===== config.mk =====
export PLATFORM = sky130hd
export DESIGN_NAME = hole_fit_allocator
export DESIGN_NICKNAME = d
export VERILOG_FILES = /design/src/rtl/hfa_pkg.sv /design/src/rtl/hfa_ram.sv /design/src/rtl/hfa_ctrl.sv /design/src/rtl/hfa_datapath.sv /design/src/rtl/hole_fit_allocator.sv
export SDC_FILE = /design/constraint.sdc
export NUM_CORES = 1
export LEC_CHECK = 0
export BUFFER_PORTS_ARGS = -buffer_cell sky130_fd_sc_hd__buf_4
export CAP_MARGIN = 20
export CORE_MARGIN = 4
export CORE_UTILIZATION = 55
export DETAILED_ROUTE_END_ITERATION = 8
export GPL_ROUTABILITY_DRIVEN = 1
export PLACE_DENSITY = 0.81
export RECOVER_POWER = 25
export SYNTH_ARGS = -nofsm -noshare
export SYNTH_HDL_FRONTEND = slang
export SYNTH_SLANG_ARGS = --single-unit

===== constraint.sdc =====
create_clock -name clk_i -period 2.7 [get_ports clk_i]
set_input_delay 0.135 -clock clk_i [delete_from_list [all_inputs] [get_ports clk_i]]
set_output_delay 0.135 -clock clk_i [all_outputs]
set_load 0.02 [all_outputs]

===== src/rtl/hfa_pkg.sv =====
// hfa_pkg: shared constants, codes and handshake types for the hole-fit allocator
// used by hfa_ctrl, hfa_datapath and hole_fit_allocator
package hfa_pkg;

  // default table geometry
  localparam int NumHolesDef = 16;
  localparam int SizeBitsDef = 16;

  // fixed field widths on the ports
  localparam int IdxW       = 4;
  localparam int FieldSizeW = 16;
  localparam int CfgDataW   = 5;
  localparam int CfgIdxW    = 1;
  localparam int TdataW     = 24;

  // item kinds carried in tuser
  localparam logic OP_LOAD    = 1'b0;
  localparam logic OP_REQUEST = 1'b1;

  // configuration register indexes
  localparam logic [CfgIdxW-1:0] REG_FIT_MODE   = 1'b0;
  localparam logic [CfgIdxW-1:0] REG_HOLE_COUNT = 1'b1;

  // fit policies
  localparam logic FIT_FIRST = 1'b0;
  localparam logic FIT_BEST  = 1'b1;

  // controller to datapath
  typedef struct packed {
    logic load;    // write one hole from the input transfer
    logic start;   // capture request size, clear search state
    logic scan;    // issue one table read and advance
    logic commit;  // write back chosen hole and load result
  } hfa_cmd_t;

  // datapath to controller
  typedef struct packed {
    logic scan_last;  // current read address is the last hole in use
    logic empty;      // no holes in use
    logic out_busy;   // result register still holds an untaken result
  } hfa_sts_t;

endpackage


===== src/rtl/hfa_ram.sv =====
// hfa_ram: generic single write port, single read port RAM with registered read
// no dependencies
module hfa_ram #(
  parameter int Width = 17,
  parameter int Depth = 16,
  localparam int AddrW = (Depth > 1) ? $clog2(Depth) : 1
) (
  input  logic             clk_i,
  input  logic             we_i,
  input  logic [AddrW-1:0] waddr_i,
  input  logic [Width-1:0] wdata_i,
  input  logic             re_i,
  input  logic [AddrW-1:0] raddr_i,
  output logic [Width-1:0] rdata_o
);

  logic [Width-1:0] mem_q [Depth];
  logic [Width-1:0] rdata_q;

  always_ff @(posedge clk_i) begin
    if (we_i) begin
      mem_q[waddr_i] <= wdata_i;
    end
    if (re_i) begin
      rdata_q <= mem_q[raddr_i];
    end
  end

  assign rdata_o = rdata_q;

endmodule


===== src/rtl/hfa_ctrl.sv =====
// hfa_ctrl: sequencing state machine of the hole-fit allocator
// depends on hfa_pkg; drives hfa_datapath through hfa_cmd_t
module hfa_ctrl
  import hfa_pkg::*;
(
  input  logic     clk_i,
  input  logic     rst_ni,
  input  logic     in_valid_i,
  input  logic     in_op_i,
  output logic     in_ready_o,
  input  hfa_sts_t sts_i,
  output hfa_cmd_t cmd_o
);

  typedef enum logic [1:0] {
    ST_IDLE,
    ST_SCAN,
    ST_DRAIN,
    ST_COMMIT
  } state_e;

  state_e state_q, state_d;
  logic   accept;

  assign in_ready_o = (state_q == ST_IDLE);
  assign accept     = in_valid_i && in_ready_o;

  always_comb begin
    cmd_o   = '0;
    state_d = state_q;
    unique case (state_q)
      ST_IDLE: begin
        if (accept) begin
          if (in_op_i == OP_LOAD) begin
            cmd_o.load = 1'b1;
          end else begin
            cmd_o.start = 1'b1;
            state_d = sts_i.empty ? ST_COMMIT : ST_SCAN;
          end
        end
      end
      ST_SCAN: begin
        cmd_o.scan = 1'b1;
        if (sts_i.scan_last) begin
          state_d = ST_DRAIN;
        end
      end
      // last read word is judged in this cycle
      ST_DRAIN: begin
        state_d = ST_COMMIT;
      end
      ST_COMMIT: begin
        if (!sts_i.out_busy) begin
          cmd_o.commit = 1'b1;
          state_d = ST_IDLE;
        end
      end
      default: begin
        state_d = ST_IDLE;
      end
    endcase
  end

  always_ff @(posedge clk_i or negedge rst_ni) begin
    if (!rst_ni) begin
      state_q <= ST_IDLE;
    end else begin
      state_q <= state_d;
    end
  end

endmodule


===== src/rtl/hfa_datapath.sv =====
// hfa_datapath: hole table, fit search registers, configuration and result register
// depends on hfa_pkg and hfa_ram; steered by hfa_ctrl
module hfa_datapath
  import hfa_pkg::*;
#(
  parameter int NumHoles = NumHolesDef,
  parameter int SizeBits = SizeBitsDef
) (
  input  logic                  clk_i,
  input  logic                  rst_ni,
  input  hfa_cmd_t              cmd_i,
  output hfa_sts_t              sts_o,
  input  logic [IdxW-1:0]       in_idx_i,
  input  logic [FieldSizeW-1:0] in_size_i,
  input  logic                  cfg_we_i,
  input  logic [CfgIdxW-1:0]    cfg_index_i,
  input  logic [CfgDataW-1:0]   cfg_data_i,
  output logic                  out_valid_o,
  input  logic                  out_ready_i,
  output logic                  out_granted_o,
  output logic [IdxW-1:0]       out_hole_o,
  output logic [FieldSizeW-1:0] out_rem_o
);

  localparam int AddrW = (NumHoles > 1) ? $clog2(NumHoles) : 1;
  localparam int LimW  = $clog2(NumHoles + 1);

  // configuration
  logic            fit_mode_q;
  logic [CfgDataW-1:0] hole_count_q;
  logic [LimW-1:0] limit;

  always_ff @(posedge clk_i or negedge rst_ni) begin
    if (!rst_ni) begin
      fit_mode_q   <= FIT_FIRST;
      hole_count_q <= '0;
    end else if (cfg_we_i) begin
      unique case (cfg_index_i)
        REG_FIT_MODE:   fit_mode_q   <= cfg_data_i[0];
        REG_HOLE_COUNT: hole_count_q <= cfg_data_i;
        default: ;
      endcase
    end
  end

  assign limit = (32'(hole_count_q) < NumHoles) ? LimW'(hole_count_q) : LimW'(NumHoles);

  // table: {taken, size}
  logic                  ram_we;
  logic [AddrW-1:0]      ram_waddr;
  logic [SizeBits:0]     ram_wdata;
  logic [SizeBits:0]     ram_rdata;
  logic [LimW-1:0]       cnt_q;
  logic [SizeBits-1:0]   req_q;
  logic                  rd_vld_q;
  logic [AddrW-1:0]      rd_idx_q;
  logic                  found_q;
  logic [AddrW-1:0]      best_idx_q;
  logic [SizeBits-1:0]   best_size_q;
  logic [SizeBits-1:0]   left;
  logic                  load_in_range;
  logic                  fits;
  logic                  take;

  assign load_in_range = 32'(in_idx_i) < NumHoles;
  assign left          = best_size_q - req_q;

  always_comb begin
    ram_we    = 1'b0;
    ram_waddr = AddrW'(in_idx_i);
    ram_wdata = {1'b0, SizeBits'(in_size_i)};
    if (cmd_i.commit) begin
      ram_we    = found_q;
      ram_waddr = best_idx_q;
      ram_wdata = {1'b1, left};
    end else if (cmd_i.load) begin
      ram_we = load_in_range;
    end
  end

  hfa_ram #(
    .Width (SizeBits + 1),
    .Depth (NumHoles)
  ) u_table (
    .clk_i   (clk_i),
    .we_i    (ram_we),
    .waddr_i (ram_waddr),
    .wdata_i (ram_wdata),
    .re_i    (cmd_i.scan),
    .raddr_i (cnt_q[AddrW-1:0]),
    .rdata_o (ram_rdata)
  );

  // candidate check on the word read last cycle
  assign fits = !ram_rdata[SizeBits] && (ram_rdata[SizeBits-1:0] >= req_q);
  assign take = rd_vld_q && fits &&
                (!found_q || (fit_mode_q == FIT_BEST && ram_rdata[SizeBits-1:0] < best_size_q));

  always_ff @(posedge clk_i or negedge rst_ni) begin
    if (!rst_ni) begin
      cnt_q    <= '0;
      rd_vld_q <= 1'b0;
      found_q  <= 1'b0;
    end else begin
      rd_vld_q <= cmd_i.scan;
      if (cmd_i.start) begin
        cnt_q   <= '0;
        found_q <= 1'b0;
      end else begin
        if (cmd_i.scan) begin
          cnt_q <= cnt_q + LimW'(1);
        end
        if (cmd_i.commit) begin
          found_q <= 1'b0;
        end else if (take) begin
          found_q <= 1'b1;
        end
      end
    end
  end

  always_ff @(posedge clk_i) begin
    if (cmd_i.start) begin
      req_q <= SizeBits'(in_size_i);
    end
    if (cmd_i.scan) begin
      rd_idx_q <= cnt_q[AddrW-1:0];
    end
    if (take) begin
      best_idx_q  <= rd_idx_q;
      best_size_q <= ram_rdata[SizeBits-1:0];
    end
  end

  // result register
  logic                  out_vld_q;
  logic                  out_granted_q;
  logic [IdxW-1:0]       out_hole_q;
  logic [FieldSizeW-1:0] out_rem_q;

  always_ff @(posedge clk_i or negedge rst_ni) begin
    if (!rst_ni) begin
      out_vld_q <= 1'b0;
    end else if (cmd_i.commit) begin
      out_vld_q <= 1'b1;
    end else if (out_ready_i) begin
      out_vld_q <= 1'b0;
    end
  end

  always_ff @(posedge clk_i) begin
    if (cmd_i.commit) begin
      out_granted_q <= found_q;
      out_hole_q    <= found_q ? IdxW'(best_idx_q) : '0;
      out_rem_q     <= found_q ? FieldSizeW'(left) : '0;
    end
  end

  assign out_valid_o   = out_vld_q;
  assign out_granted_o = out_granted_q;
  assign out_hole_o    = out_hole_q;
  assign out_rem_o     = out_rem_q;

  assign sts_o.scan_last = (cnt_q == limit - LimW'(1));
  assign sts_o.empty     = (limit == '0);
  assign sts_o.out_busy  = out_vld_q && !out_ready_i;

  // a judged read word always follows a scan step
  a_read_follows_scan: assert property (@(posedge clk_i) disable iff (!rst_ni)
    rd_vld_q |-> $past(cmd_i.scan))
    else $error("table read data judged without a scan step");

  // the commit never overwrites a result still waiting
  a_commit_free_slot: assert property (@(posedge clk_i) disable iff (!rst_ni)
    cmd_i.commit |-> !(out_vld_q && !out_ready_i))
    else $error("result overwritten before transfer");

  // a held candidate lies inside the scanned range
  a_pick_in_range: assert property (@(posedge clk_i) disable iff (!rst_ni)
    found_q |-> (LimW'(best_idx_q) < limit))
    else $error("chosen hole outside holes in use");

  // a refused request reports zero hole and size
  a_refusal_zero: assert property (@(posedge clk_i) disable iff (!rst_ni)
    $past(cmd_i.commit) && !out_granted_q |-> out_hole_q == '0 && out_rem_q == '0)
    else $error("refused request carries a hole or size");

endmodule


===== src/rtl/hole_fit_allocator.sv =====
// hole_fit_allocator: top level of the first-fit / best-fit hole allocator
// depends on hfa_pkg, hfa_ctrl, hfa_datapath (and hfa_ram below it)

// A table of holes, each a size and a taken flag, held in a single-port-read RAM.
// A load transfer (tuser op = load) writes one hole's size and frees it; loads to
// an index beyond the table are dropped and give no result. A request transfer
// walks holes 0 .. min(hole_count, NUM_HOLES)-1, one RAM read per cycle, keeping
// the first fitting free hole (fit_mode 0) or the smallest one with ties to the
// lower index (fit_mode 1), then writes the hole back as taken with the request
// subtracted and presents one result. The result sits in an output register so
// the next item is taken while it waits. Holes must be loaded before a request
// scans them. Configuration must be written only while idle; the block itself
// does not enforce this.
module hole_fit_allocator
  import hfa_pkg::*;
#(
  parameter int NUM_HOLES = NumHolesDef,
  parameter int SIZE_BITS = SizeBitsDef
) (
  input  logic                clk_i,
  input  logic                rst_ni,
  // input stream
  input  logic                s_axis_tvalid,
  output logic                s_axis_tready,
  input  logic [TdataW-1:0]   s_axis_tdata,   // [3:0] hole_index, [19:4] size_value
  input  logic                s_axis_tuser,   // [0] op
  // result stream
  output logic                m_axis_tvalid,
  input  logic                m_axis_tready,
  output logic [TdataW-1:0]   m_axis_tdata,   // [3:0] chosen_hole, [19:4] remaining_size
  output logic                m_axis_tuser,   // [0] granted
  // configuration writes
  input  logic                cfg_valid_i,
  output logic                cfg_ready_o,
  input  logic [CfgIdxW-1:0]  cfg_index_i,
  input  logic [CfgDataW-1:0] cfg_data_i
);

  hfa_cmd_t              cmd;
  hfa_sts_t              sts;
  logic [IdxW-1:0]       out_hole;
  logic [FieldSizeW-1:0] out_rem;

  assign cfg_ready_o = 1'b1;

  hfa_ctrl u_ctrl (
    .clk_i      (clk_i),
    .rst_ni     (rst_ni),
    .in_valid_i (s_axis_tvalid),
    .in_op_i    (s_axis_tuser),
    .in_ready_o (s_axis_tready),
    .sts_i      (sts),
    .cmd_o      (cmd)
  );

  hfa_datapath #(
    .NumHoles (NUM_HOLES),
    .SizeBits (SIZE_BITS)
  ) u_datapath (
    .clk_i         (clk_i),
    .rst_ni        (rst_ni),
    .cmd_i         (cmd),
    .sts_o         (sts),
    .in_idx_i      (s_axis_tdata[IdxW-1:0]),
    .in_size_i     (s_axis_tdata[IdxW+FieldSizeW-1:IdxW]),
    .cfg_we_i      (cfg_valid_i && cfg_ready_o),
    .cfg_index_i   (cfg_index_i),
    .cfg_data_i    (cfg_data_i),
    .out_valid_o   (m_axis_tvalid),
    .out_ready_i   (m_axis_tready),
    .out_granted_o (m_axis_tuser),
    .out_hole_o    (out_hole),
    .out_rem_o     (out_rem)
  );

  assign m_axis_tdata = {(TdataW - IdxW - FieldSizeW)'(0), out_rem, out_hole};

endmodule


==> impl_metrics.json <==
{
  "setup_viol": 0,
  "yosys.area.top_type_share_pct": 68.1,
  "critical-path-max-stage-delay_ns": 0.42,
  "area_growth_pct": 16.5,
  "h_tree_levels": 2,
  "power.density_nw_per_um2": 989,
  "maximum_number_of_buffers_from_clock_root_to_sink": 3,
  "globalRouteMet2Util_pct": 41.8,
  "clockPowerShare_pct": 27.5,
  "fp.coreArea_sq_um": 27700,
  "required_ns": 2.91,
  "core.rowCount": 61,
  "clock_tree_from_tritoncts": "yes",
  "global_route_wire_length_before_repair_um": 53300,
  "worstHoldPathType": "primary input to flop",
  "cp_num_buf_inv": 0,
  "grt_busiest_layer": "met2",
  "seqPwrFrac_pct": 43.5,
  "final_common_cell": "sky130_fd_sc_hd__edfxtp_1",
  "placed_cells_incl_taps": 1282,
  "sequential_fraction_of_the_synthesis_area_pct": 70.7,
  "first_global_vias": 8678,
  "vias": 8336,
  "detail_route.iter0.violations": 848,
  "fp.dieW_um": 175,
  "startpoint_type": "flop",
  "maxSlewViolCount": 22,
  "grt_start_max_net_pins": 69,
  "antenna_violations_before_repair": 0,
  "critical_path_start_end_classification": "flop to flop",
  "critPathMaxFanout": 16,
  "placement.io_buffers": 54,
  "fin_util_pct": 64.9,
  "hold_violations": 0,
  "period_minus_slack_ns": 2.60,
  "p_int_uw": 12400,
  "crit_top_cell": "sky130_fd_sc_hd__a21oi_1",
  "synth.avg_cell_area_sq_um": 18.5,
  "ys_seq_elements": 366,
  "synth_warnings": 0,
  "groute.layer.met3.usage_pct": 4.13,
  "die_area_sq_um": 30800,
  "drt_pre_antenna_iters": 7,
  "setup.worst_path.end_class": "flop",
  "finalWeightedCongestion": 0.832,
  "transition_at_the_pin_with_the_smallest_max_transition_slack_ns": 1.73,
  "multiInputGateArea_sq_um": 4280,
  "synth_top_cell_by_area": "sky130_fd_sc_hd__edfxtp_1",
  "fin_cells": 1369,
  "async_reset_ff_share_pct": 4.37,
  "violated_checks": "DRC, capacitance limit, slew limit",
  "drcViolationCount": 1,
  "yosysUniqueCellTypes": 56,
  "finalHoldWorstSlack_ns": 0.0279,
  "drt-vias-per-instance": 6.09,
  "worst_path_dominant_cell_family": "compound AO/OA/AOI/OAI gates",
  "total_switching_power_uw": 5340,
  "p_total_uw": 17800,
  "result_of_the_run": "finished, violations left",
  "post_route_cells_drive_above_1_share_pct": 24.5,
  "grt_overflow": 0,
  "clock_sinks": 366,
  "ios": 64,
  "cts-root-buf": "sky130_fd_sc_hd__clkbuf_16",
  "chipHeight_um": 175,
  "gr-usage-all-layers_pct": 23.5,
  "antennaDiodeCount": 0,
  "groute.layer.met1.usage_pct": 29.2,
  "drv_cap": 1,
  "timing.max_slew.rel_slack_pct": -15.0,
  "p_comb_share_pct": 29.0,
  "area.sequential_sq_um": 10900,
  "mappedNetlistArea_sq_um": 15400,
  "clock.fmax_mhz": 385,
  "fraction_of_the_cycle_the_final_worst_path_needs_pct": 96.2,
  "power_leakage_uw": 0.00625,
  "worstSkewPairLatency_ns": 0.54,
  "p_sw_share_pct": 30.1,
  "clk_transition_reported_paths_ns": 0.06,
  "routed_wl_um": 35600,
  "route.detailed.wl_per_inst_um": 26.0,
  "cp_cell_sequence": "ha_1 > a21o_1 > a21oi_1 > nand2_1 > a21oi_1 > xnor2_1 > mux2_2",
  "most-common-layout-cells": "sky130_fd_sc_hd__edfxtp_1 (350), sky130_fd_sc_hd__mux4_2 (85), sky130_fd_sc_hd__ha_1 (52)",
  "yosys-top-cells-area": "sky130_fd_sc_hd__edfxtp_1 (68%), sky130_fd_sc_hd__mux4_2 (12%), sky130_fd_sc_hd__ha_1 (4.2%)",
  "number_of_flops_mapped_to_enable_cells_by_yosys": 350,
  "initial_core_util_pct": 55.7,
  "postSynthCellCount": 833,
  "layout.filler_cells": 1794,
  "synth-main-ff-cell": "sky130_fd_sc_hd__edfxtp_1",
  "critPathArrivalTime_ns": 2.81,
  "vdd_ir_drop_max_mv": 0.498,
  "fin_worst_skew_ns": 0.0260,
  "critical_path_cell_with_the_highest_stage_delay": "sky130_fd_sc_hd__mux2_2",
  "cts-buffers-inserted": 37,
  "hpwl_um": 20300,
  "drt.antenna.violating_nets": 0,
  "nNetsFinal": 1056
}
-- cell families after synthesis --
kind of cell | count (synthesis) | share of synthesized area, %
buffers and inverters | 74 | 2.15
muxes | 102 | 13.6
adders and majority gates | 53 | 4.35
other | 2 | 0.0487
AOI/OAI and AO/OA | 82 | 3.58
DFF | 366 | 70.7
and+or+nand+nor | 129 | 4.11
xor gates and xnor gates | 25 | 1.42
-- timing repair --
item,4_1_cts,5_1_grt
setup endpoints to repair,32,65
hold endpoints to repair,39,0
hold buffers,24,0
setup buffers,0,0
pin swaps,1,1
gates resized for setup,3,6
-- power groups by stage --
stage | registers [uW] | clock network, uW | logic (uW)
final | 7730 | 4880 | 5160
after global routing | 7780 | 5250 | 5590
after CTS | 7720 | 4950 | 5250
after detailed placement | 7830 | 0 | 5110
after global placement | 7800 | 0 | 4930
after floorplan | 7760 | 0 | 3540
-- path summary, 6_finish.rpt --
| path | startpoint | end | slack [ns] | cells after the start |
|---|---|---|---|---|
| min reg2reg | u_datapath.rd_idx_q[2] | u_datapath.best_idx_q[2] | 0.42 | 0 |
| max | u_datapath.best_size_q[4] | u_datapath.u_table.mem_q[13][12] | 0.10 | 7 |
| max in group asynchronous | rst_ni | u_datapath.cnt_q[0] | 1.74 | 2 |
| min in group asynchronous | rst_ni | u_datapath.hole_count_q[0] | 0.27 | 2 |
| min | cfg_valid_i | u_datapath.fit_mode_q | 0.03 | 3 |
| max reg2reg | u_datapath.best_size_q[4] | u_datapath.u_table.mem_q[13][12] | 0.10 | 7 |
-- per-layer routing --
metal	up-vias	routed length [um]	part of all wire, %
met5	-	0	0
met3	106	2570	7.2
met2	437	18500	52
met1	4225	13100	37
met4	0	1410	4.0
li1	3568	-	-
-- cell usage after synthesis (all sizes together) (5+ instances only) --
cell	number
a211oi	6
a21o	14
a21oi	18
a31oi	9
and2	14
buf	20
clkbuf	12
dfrtp	16
edfxtp	350
ha	52
inv	42
mux2	13
mux4	85
nand2	39
nand2b	7
nand4	7
nor2	36
nor2b	6
nor3	5
o21a	6
o21ai	12
xnor2	14
xor2	11
-- layout make-up --
cell class | instances | share of cell area, %
Sequential cell | 366 | 60.7
Multi-Input combinational cell | 396 | 23.8
Timing Repair Buffer | 124 | 5.55
Clock buffer | 41 | 5.24
Tap cell | 378 | 2.63
Clock inverter | 22 | 1.14
Inverter | 42 | 0.877
-- metrics by stage --
step / setup WS (ns) / setup TNS (ns) / cell area (sq um)
floorplan: -0.000282 / -0.00957 / 15400
finish: 0.102 / 0 / 18000
detailed placement: -0.0907 / -2.12 / 16700
global route: -0.00985 / -0.145 / 18000
CTS: 0.0166 / 0 / 18100
global placement: -0.00998 / -0.157 / 16700
-- sequential cells by signal, indices dropped and copies added, names as in the netlist, 4 cells and up --
signal,flops
u_datapath.hole_count_q,5
u_datapath.req_q,16
u_datapath.cnt_q,5
u_datapath.out_hole_o,4
u_datapath.u_table.rdata_o,17
u_datapath.best_idx_q,4
u_datapath.u_table.mem_q,272
u_datapath.rd_idx_q,4
u_datapath.out_rem_o,16
u_datapath.best_size_q,16
-- tightest hold or removal path, cell delays in order --
cell and delay, ns:
sky130_fd_sc_hd__buf_4 0.09, sky130_fd_sc_hd__nor2b_1 0.14, sky130_fd_sc_hd__mux2_2 0.16
Power figures use the tool's default switching activity.
